===== src/rtl/hps_pkg.sv =====
// Shared widths and register indexes for the height profile smoothing block.
// No dependencies.
package hps_pkg;
  localparam int SAMPLE_W = 16;
  localparam int RADIUS_W = 5;
  localparam int DBAND_W  = 15;
  localparam int CFG_W    = 15;

  typedef enum logic {
    REG_RADIUS = 1'b0,
    REG_DBAND  = 1'b1
  } cfg_reg_t;
endpackage


===== src/rtl/hps_cell.sv =====
// One sample cell of the ring row: holds a sample, passes it on when enabled.
// Depends on hps_pkg.
module hps_cell (
  input  logic                                 clk,
  input  logic                                 shift_en,
  input  logic signed [hps_pkg::SAMPLE_W-1:0]  d_in,
  output logic signed [hps_pkg::SAMPLE_W-1:0]  q
);
  import hps_pkg::*;

  always_ff @(posedge clk) begin
    if (shift_en) begin
      q <= d_in;
    end
  end
endmodule


===== src/rtl/hps_divider.sv =====
// Restoring unsigned divider, one quotient bit per cycle.
// No dependencies.
module hps_divider #(
  parameter int NW = 26,
  parameter int DW = 9
) (
  input  logic          clk,
  input  logic          rst,
  input  logic          start,
  input  logic [NW-1:0] dividend,
  input  logic [DW-1:0] divisor,
  output logic          done,
  output logic [NW-1:0] quotient
);
  localparam int CNT_W = $clog2(NW + 1);

  logic [DW-1:0]    rem;
  logic [DW-1:0]    den;
  logic [CNT_W-1:0] bits_left;
  logic             busy;
  logic [DW:0]      rem_sh;
  logic             fits;

  assign rem_sh = {rem, quotient[NW-1]};
  assign fits   = rem_sh >= {1'b0, den};

  always_ff @(posedge clk) begin
    if (rst) begin
      busy      <= 1'b0;
      done      <= 1'b0;
      bits_left <= '0;
    end else begin
      done <= 1'b0;
      if (start) begin
        busy      <= 1'b1;
        bits_left <= CNT_W'(NW);
        quotient  <= dividend;
        den       <= divisor;
        rem       <= '0;
      end else if (busy) begin
        rem       <= fits ? DW'(rem_sh - {1'b0, den}) : rem_sh[DW-1:0];
        quotient  <= {quotient[NW-2:0], fits};
        bits_left <= bits_left - 1'b1;
        if (bits_left == CNT_W'(1)) begin
          busy <= 1'b0;
          done <= 1'b1;
        end
      end
    end
  end
endmodule


===== src/rtl/height_profile_smoothing.sv =====
// Height profile smoothing: dead-band blend of each sample with its window mean over a row of sample cells.
// Depends on hps_pkg, hps_cell, hps_divider.
// Sequential: a word is taken only in idle; a sample that releases no result returns to idle after the check.
// Each result: check, a scan of all RING_DEPTH cells, evaluate and decide, plus the divider when
// blended, then held valid until taken before the next check or the return to idle.
// Synchronous reset clears the profile count and pending index and sets the radius / dead band registers to 10 / 11.
module height_profile_smoothing #(
  parameter int MAX_RADIUS = 31,
  parameter int RING_DEPTH = 64,
  parameter int MAX_LENGTH = 4096
) (
  input  logic                          clk,
  input  logic                          rst,
  input  logic                          s_axis_tvalid,
  output logic                          s_axis_tready,
  input  logic [15:0]                   s_axis_tdata,  // height_sample
  input  logic                          s_axis_tlast,  // final_sample
  output logic                          m_axis_tvalid,
  input  logic                          m_axis_tready,
  output logic [15:0]                   m_axis_tdata,  // smoothed_height
  output logic                          m_axis_tlast,  // final_result
  input  logic                          cfg_we,
  input  logic                          cfg_addr,
  input  logic [hps_pkg::CFG_W-1:0]     cfg_data
);
  import hps_pkg::*;

  localparam int CW    = $clog2(MAX_LENGTH + 1);
  localparam int IW    = CW + 2;
  localparam int STW   = $clog2(RING_DEPTH);
  localparam int CNTW  = $clog2(2 * MAX_RADIUS + 1);
  localparam int SUMW  = SAMPLE_W + CNTW;
  localparam int PW    = SAMPLE_W + CNTW + 1;
  localparam int NW    = PW + 3;
  localparam int DENW  = CNTW + 3;
  localparam int THRW  = DBAND_W + CNTW;

  typedef enum logic [2:0] {
    ST_IDLE, ST_CHECK, ST_SCAN, ST_EVAL, ST_DECIDE, ST_DIV, ST_OUT
  } state_t;

  state_t                       state;
  logic [CW-1:0]                count;
  logic [CW-1:0]                emit;
  logic                         last_flag;
  logic                         is_end;
  logic [RADIUS_W-1:0]          radius;
  logic [DBAND_W-1:0]           dband;
  logic signed [IW-1:0]         wstart;
  logic signed [IW-1:0]         wend;
  logic [STW-1:0]               step;
  logic signed [SUMW-1:0]       sum;
  logic signed [SAMPLE_W-1:0]   y;
  logic signed [PW-1:0]         prod;
  logic [THRW-1:0]              thr;
  logic [DENW-1:0]              den;
  logic                         neg;
  logic [SAMPLE_W-1:0]          result;
  logic                         div_start;
  logic [NW-1:0]                div_num;
  logic                         div_done;
  logic [NW-1:0]                div_q;

  logic signed [SAMPLE_W-1:0]   cell_q [RING_DEPTH];
  logic                         shift_en;
  logic                         accept;
  logic [RADIUS_W-1:0]          r_eff;
  logic [CW:0]                  count_inc;
  logic signed [IW-1:0]         i_s, n_s, r_s, ws_next, we_next, scan_idx;
  logic signed [IW-1:0]         cnt_s;
  logic [CNTW-1:0]              cnt;
  logic signed [PW:0]           dev;
  logic [PW:0]                  abs_dev;
  logic signed [NW-1:0]         num;

  assign accept        = s_axis_tvalid && s_axis_tready;
  assign s_axis_tready = (state == ST_IDLE);
  assign m_axis_tvalid = (state == ST_OUT);
  assign m_axis_tdata  = result;
  assign m_axis_tlast  = is_end;
  assign shift_en      = accept || (state == ST_SCAN);

  for (genvar k = 0; k < RING_DEPTH; k++) begin : g_row
    logic signed [SAMPLE_W-1:0] d;
    if (k == 0) begin : g_head
      assign d = accept ? $signed(s_axis_tdata) : cell_q[RING_DEPTH-1];
    end else begin : g_body
      assign d = cell_q[k-1];
    end
    hps_cell u_cell (.clk(clk), .shift_en(shift_en), .d_in(d), .q(cell_q[k]));
  end

  assign r_eff     = (radius == '0) ? RADIUS_W'(1) :
                     ((radius > RADIUS_W'(MAX_RADIUS)) ? RADIUS_W'(MAX_RADIUS) : radius);
  assign count_inc = {1'b0, count} + 1'b1;
  assign i_s       = $signed({2'b00, emit});
  assign n_s       = $signed({2'b00, count});
  assign r_s       = $signed(IW'(r_eff));
  assign scan_idx  = n_s - IW'(RING_DEPTH) + $signed(IW'(step));

  always_comb begin
    if (i_s < r_s) begin
      ws_next = '0;
      we_next = r_s + i_s;
    end else if (i_s + r_s > n_s) begin
      ws_next = n_s - r_s;
      we_next = n_s;
    end else begin
      ws_next = i_s - r_s;
      we_next = i_s + r_s;
    end
    if (ws_next < 0) ws_next = '0;
    if (we_next > n_s) we_next = n_s;
  end

  assign cnt_s   = wend - wstart;
  assign cnt     = cnt_s[CNTW-1:0];
  assign dev     = PW'(prod) - PW'(sum) ;
  assign abs_dev = dev[PW] ? (PW+1)'(-dev) : dev;
  assign num     = (NW'(prod) <<< 2) + NW'(sum);

  hps_divider #(.NW(NW), .DW(DENW)) u_div (
    .clk(clk), .rst(rst), .start(div_start), .dividend(div_num),
    .divisor(den), .done(div_done), .quotient(div_q)
  );

  always_ff @(posedge clk) begin
    if (rst) begin
      state     <= ST_IDLE;
      count     <= '0;
      emit      <= '0;
      last_flag <= 1'b0;
      is_end    <= 1'b0;
      radius    <= RADIUS_W'(10);
      dband     <= DBAND_W'(11);
      div_start <= 1'b0;
    end else begin
      div_start <= 1'b0;
      if (cfg_we) begin
        unique case (cfg_reg_t'(cfg_addr))
          REG_RADIUS: radius <= cfg_data[RADIUS_W-1:0];
          REG_DBAND:  dband  <= cfg_data[DBAND_W-1:0];
          default: ;
        endcase
      end
      unique case (state)
        ST_IDLE: begin
          if (accept) begin
            count     <= count_inc[CW-1:0];
            last_flag <= s_axis_tlast || (count_inc >= (CW+1)'(MAX_LENGTH));
            state     <= ST_CHECK;
          end
        end
        ST_CHECK: begin
          wstart <= ws_next;
          wend   <= we_next;
          step   <= '0;
          sum    <= '0;
          is_end <= last_flag && ({1'b0, emit} + 1'b1 == {1'b0, count});
          if (last_flag ? (emit < count)
                        : ({1'b0, emit} + (CW+1)'(r_eff) <= {1'b0, count})) begin
            state <= ST_SCAN;
          end else begin
            if (last_flag) begin
              count     <= '0;
              emit      <= '0;
              last_flag <= 1'b0;
            end
            state <= ST_IDLE;
          end
        end
        ST_SCAN: begin
          if (scan_idx >= wstart && scan_idx < wend) begin
            sum <= sum + SUMW'(cell_q[RING_DEPTH-1]);
          end
          if (scan_idx == i_s) y <= cell_q[RING_DEPTH-1];
          step <= step + 1'b1;
          if (step == STW'(RING_DEPTH - 1)) state <= ST_EVAL;
        end
        ST_EVAL: begin
          prod  <= y * $signed({1'b0, cnt});
          thr   <= dband * cnt;
          den   <= DENW'(cnt) * DENW'(5);
          state <= ST_DECIDE;
        end
        ST_DECIDE: begin
          if (is_end || !(abs_dev > (PW+1)'(thr))) begin
            result <= y;
            state  <= ST_OUT;
          end else begin
            neg       <= num[NW-1];
            div_num   <= num[NW-1] ? NW'(-num + NW'(den) - 1) : num;
            div_start <= 1'b1;
            state     <= ST_DIV;
          end
        end
        ST_DIV: begin
          if (div_done) begin
            result <= neg ? SAMPLE_W'(-div_q) : div_q[SAMPLE_W-1:0];
            state  <= ST_OUT;
          end
        end
        ST_OUT: begin
          if (m_axis_tready) begin
            emit  <= emit + 1'b1;
            state <= ST_CHECK;
          end
        end
        default: state <= ST_IDLE;
      endcase
    end
  end
endmodule


===== config.mk =====
export PLATFORM = sky130hd
export DESIGN_NAME = height_profile_smoothing
export DESIGN_NICKNAME = d
export VERILOG_FILES = /design/src/rtl/hps_pkg.sv /design/src/rtl/hps_cell.sv /design/src/rtl/hps_divider.sv /design/src/rtl/height_profile_smoothing.sv
export SDC_FILE = /design/constraint.sdc
export NUM_CORES = 2
export LEC_CHECK = 0
export BUFFER_PORTS_ARGS = -buffer_cell sky130_fd_sc_hd__buf_2
export CELL_PAD_IN_SITES_DETAIL_PLACEMENT = 0
export CELL_PAD_IN_SITES_GLOBAL_PLACEMENT = 1
export CORE_ASPECT_RATIO = 1.1
export CORE_MARGIN = 3
export CORE_UTILIZATION = 58
export CTS_CLUSTER_SIZE = 8
export DETAILED_ROUTE_END_ITERATION = 7
export PLACE_DENSITY_LB_ADDON = 0.1
export SLEW_MARGIN = 5
export SYNTH_ARGS = -nofsm -noshare
export SYNTH_HDL_FRONTEND = slang
export SYNTH_HIERARCHICAL = 1
export SYNTH_SLANG_ARGS = --single-unit

===== constraint.sdc =====
create_clock -name clk -period 199 [get_ports clk]
set_input_delay 19.9 -clock clk [delete_from_list [all_inputs] [get_ports clk]]
set_output_delay 19.9 -clock clk [all_outputs]
set_load 0.01 [all_outputs]

==> flow_metrics.py <==
metrics = {
    "status": {
        "status": "finished, final reports clean",
    },
    "synth": {
        "synth_enable_flop_cells": 1237,
        "synth_warnings": 6,
        "ys.flop_type": "edfxtp_1",
        "post-synth-top-count-cell": "edfxtp_1",
        "ys_types": 96,
        "ys_ff_latch": 1296,
        "async_flop_share": 0,
        "commonest_cells_in_the_netlist": "1,237 x edfxtp_1, 307 x inv_1, 292 x ha_1",
        "seq_total_area_yosys": 0.668,
        "synth_area_sq_um": 57300,
        "post_synth_inst_count": 3928,
        "synth.avg_cell_area_sq_um": 14.6,
        "synth_area_leader_cell": "edfxtp_1",
        "synthTopCellsByArea": "edfxtp_1 65%, ha_1 6.4%, fa_1 4.6%",
        "synthDominantCellAreaShare": 0.648,
    },
    "floorplan": {
        "fp.dieH_um": 336,
        "floorplan.die_area_sq_um": 103000,
        "die_w_um": 306,
        "core.rowCount": 120,
        "coreArea_sq_um": 97700,
        "initial_core_util": 0.587,
        "ioPinCount": 57,
    },
    "clock_tree": {
        "post_cts_hold_buffer_count": 0,
        "postCtsSetupRepairBufs": 0,
        "clock_tree.htree_level_count": 4,
        "post_cts.resized_instances": 0,
        "tritoncts": "yes",
        "cts-root-to-sink-buffers": 3,
        "worstSkewPairLatency_ps": 780,
        "cts_buffers": 181,
        "cts.sinks": 1296,
        "cts_root_buf": "clkbuf_16",
        "clk_pin_slew_ps": 50,
    },
    "timing": {
        "final.setup.tns_ps": 0,
        "final.setup.worst_slack_ps": 174320,
        "achievable-frequency_mhz": 40.5,
        "relSlewSlack": 0.227,
        "fin_skew_ps": 53.0,
        "timing.final.max_slew_violations": 0,
        "hold_violations": 0,
        "final.min_clock_period_ps": 24690,
        "min_period_over_period": 0.124,
        "finalSetupViolations": 0,
        "worst_pin_slew_ps": 1160,
        "rsz0062_at_grt": "no",
    },
    "drt": {
        "ant_nets": 0,
        "wl_per_cell_um": 22.3,
        "route.detailed.drc": 0,
        "drt-vias-per-instance": 5.71,
        "dr_total_vias": 31126,
        "routed_wire_length_mm": 122,
        "firstDrtPassIters": 6,
        "initialDrtViolationCount": 2620,
    },
    "worst_setup_path": {
        "critical_path_s_top_delay_family": "buffers and inverters",
        "critical-path-max-stage-delay_ps": 1010,
        "worstSetupEndpointType": "register",
        "crit_slowest_cell": "buf_4",
        "worstPathRequired_ps": 199390,
        "r2r_slack_ps": 191170,
        "critical_path.reg2reg.startpoint": "radius[1]",
        "cp_num_buf_inv": 6,
        "critPathArrivalTime_ps": 25070,
        "crit_path_max_fanout": 95,
        "worstReg2RegEnd": "wend[8]",
        "timing.critical_path.mode_cell": "buf_4",
        "critical_path.cell_chain": "buf_2 -> nand2_1 -> o21ai_4 -> buf_4 -> buf_4 -> buf_4 -> buf_4 -> buf_4",
        "worst-setup-path-type": "in2reg",
        "critical_path.startpoint_type": "input port",
        "ff2ff_path_depth": 32,
    },
    "min_path": {
        "worst_hold_path.num_cells": 0,
        "hold_path.class": "reg2reg",
        "hold_end": "g_row[63].u_cell/q[15]",
        "hp-start": "g_row[62].u_cell/q[15]",
    },
    "cells_and_area": {
        "layout-area-overhead-vs-synth_pct": 12.3,
        "finish.cell_count_without_fillers": 5449,
        "finish.net_count": 4572,
        "final_layout_size_suffix_gt1_frac": 0.0991,
    },
    "placement": {
        "routabilityCongestion": 0.872,
        "detailedPlace.worstSlack_ps": 173510,
        "place.detailed.instances": 5209,
        "dp_hpwl_mm": 72.5,
        "io_buffer_count": 56,
    },
    "global_route": {
        "track_usage": 0.245,
        "grt_antenna_before_repair": 8,
        "via_count_of_the_first_global_routing_pass": 32035,
        "grt_start_max_net_pins": 202,
        "grt_first_pass_wirelength_mm": 191,
        "grt_overflow": 0,
    },
    "power": {
        "leakagePower_nw": 24.6,
        "cellPowerDensity_nw_per_um2": 15.3,
        "power_mw": 0.982,
        "vdd_drop_max_uv": 16.1,
    },
    "flow_run": {
        "maxCapViolations": 0,
    },
}
cells by family (layout without fill, tap and decap cells):
logic type                 Yosys count  count (layout)  synth area share
buffers and inverters              414             651            0.0278
adders and majority gates          423             423             0.109
and+or+nand+nor                    867             867            0.0733
AOI/OAI and AO/OA                  612             612            0.0692
xor gates and xnor gates           235             235            0.0363
other                                1               4         0.0000654
DFF                               1296            1296             0.668
muxes                               80              80            0.0154
layout by cell type, fill, tap and decap left out, types with 57 or more instances in the layout:
cell type	count
edfxtp_1	1237
inv_1	307
ha_1	292
nand2_1	288
a21oi_1	194
nor2_1	188
clkbuf_16	181
xnor2_1	154
fa_1	131
o21ai_0	117
xor2_1	75
and2_1	69
a21o_1	66
dfxtp_1	59
mux2_2	57
how the worst max path moves through the flow:
stage	from	end	slack, ps	cells after the start
floorplan	s_axis_tvalid	g_row[0].u_cell/q[0]	104030	2
global placement	s_axis_tvalid	g_row[27].u_cell/q[14]	173670	8
detailed placement	s_axis_tvalid	g_row[17].u_cell/q[14]	173510	8
CTS	s_axis_tvalid	g_row[34].u_cell/q[9]	174360	8
global route	s_axis_tvalid	g_row[4].u_cell/q[10]	173890	8
finish	s_axis_tvalid	g_row[37].u_cell/q[14]	174320	8
metal layers:
layer  track usage  vias to the layer above  wire length [um]
met5             0                        -                13
met3        0.0401                      221              5660
met1         0.339                    15488             52800
met2         0.404                      824             59800
li1              -                    14591                 -
met4        0.0768                        2              3320
sequential cells by signal, summed over array words and instances, names as in the netlist, 6 cells and up:
signal,flops
count,13
dband,15
den,9
div_num,26
emit,13
g_row.u_cell/q,1024
m_axis_tdata,16
prod,23
step,6
sum,22
thr,21
u_div/den,9
u_div/quotient,26
u_div/rem,9
wend,14
wstart,15
y,16
metrics by stage:
stage	hold slack, ps	cell area, sq um	utilization
after floorplan	400	57300	-
after global placement	400	59300	0.606
after detailed placement	405	59300	0.606
after CTS	399	64400	0.659
after global routing	413	64400	0.659
final	394	64400	0.659
final cells by class:
| class | count | area (sq um) |
|---|---|---|
| clock inverter | 19 | 415 |
| clock buffer | 220 | 4700 |
| antenna | 1 | 2.50 |
| multi-input combinational | 2220 | 17500 |
| timing repair buffer | 99 | 616 |
| sequential | 1296 | 38300 |
| tap | 1281 | 1600 |
| fill | 6798 | 33400 |
| inverter | 313 | 1170 |
power by group:
| group | internal (mW) | switching (mW) | total [mW] |
|---|---|---|---|
| Combinational | 0.0839 | 0.153 | 0.236 |
| Clock | 0.167 | 0.118 | 0.284 |
| Sequential | 0.427 | 0.0343 | 0.462 |
worst register-to-register path: cells and delay by family (launching register included):
family	cells	cell delay [ps]
compound gates	11	2510
xor+xnor	1	430
fa+ha+maj	4	1100
buf+inv	3	600
flops	1	370
mux	2	870
simple gates	11	1710
Power figures use the tool's default switching activity.
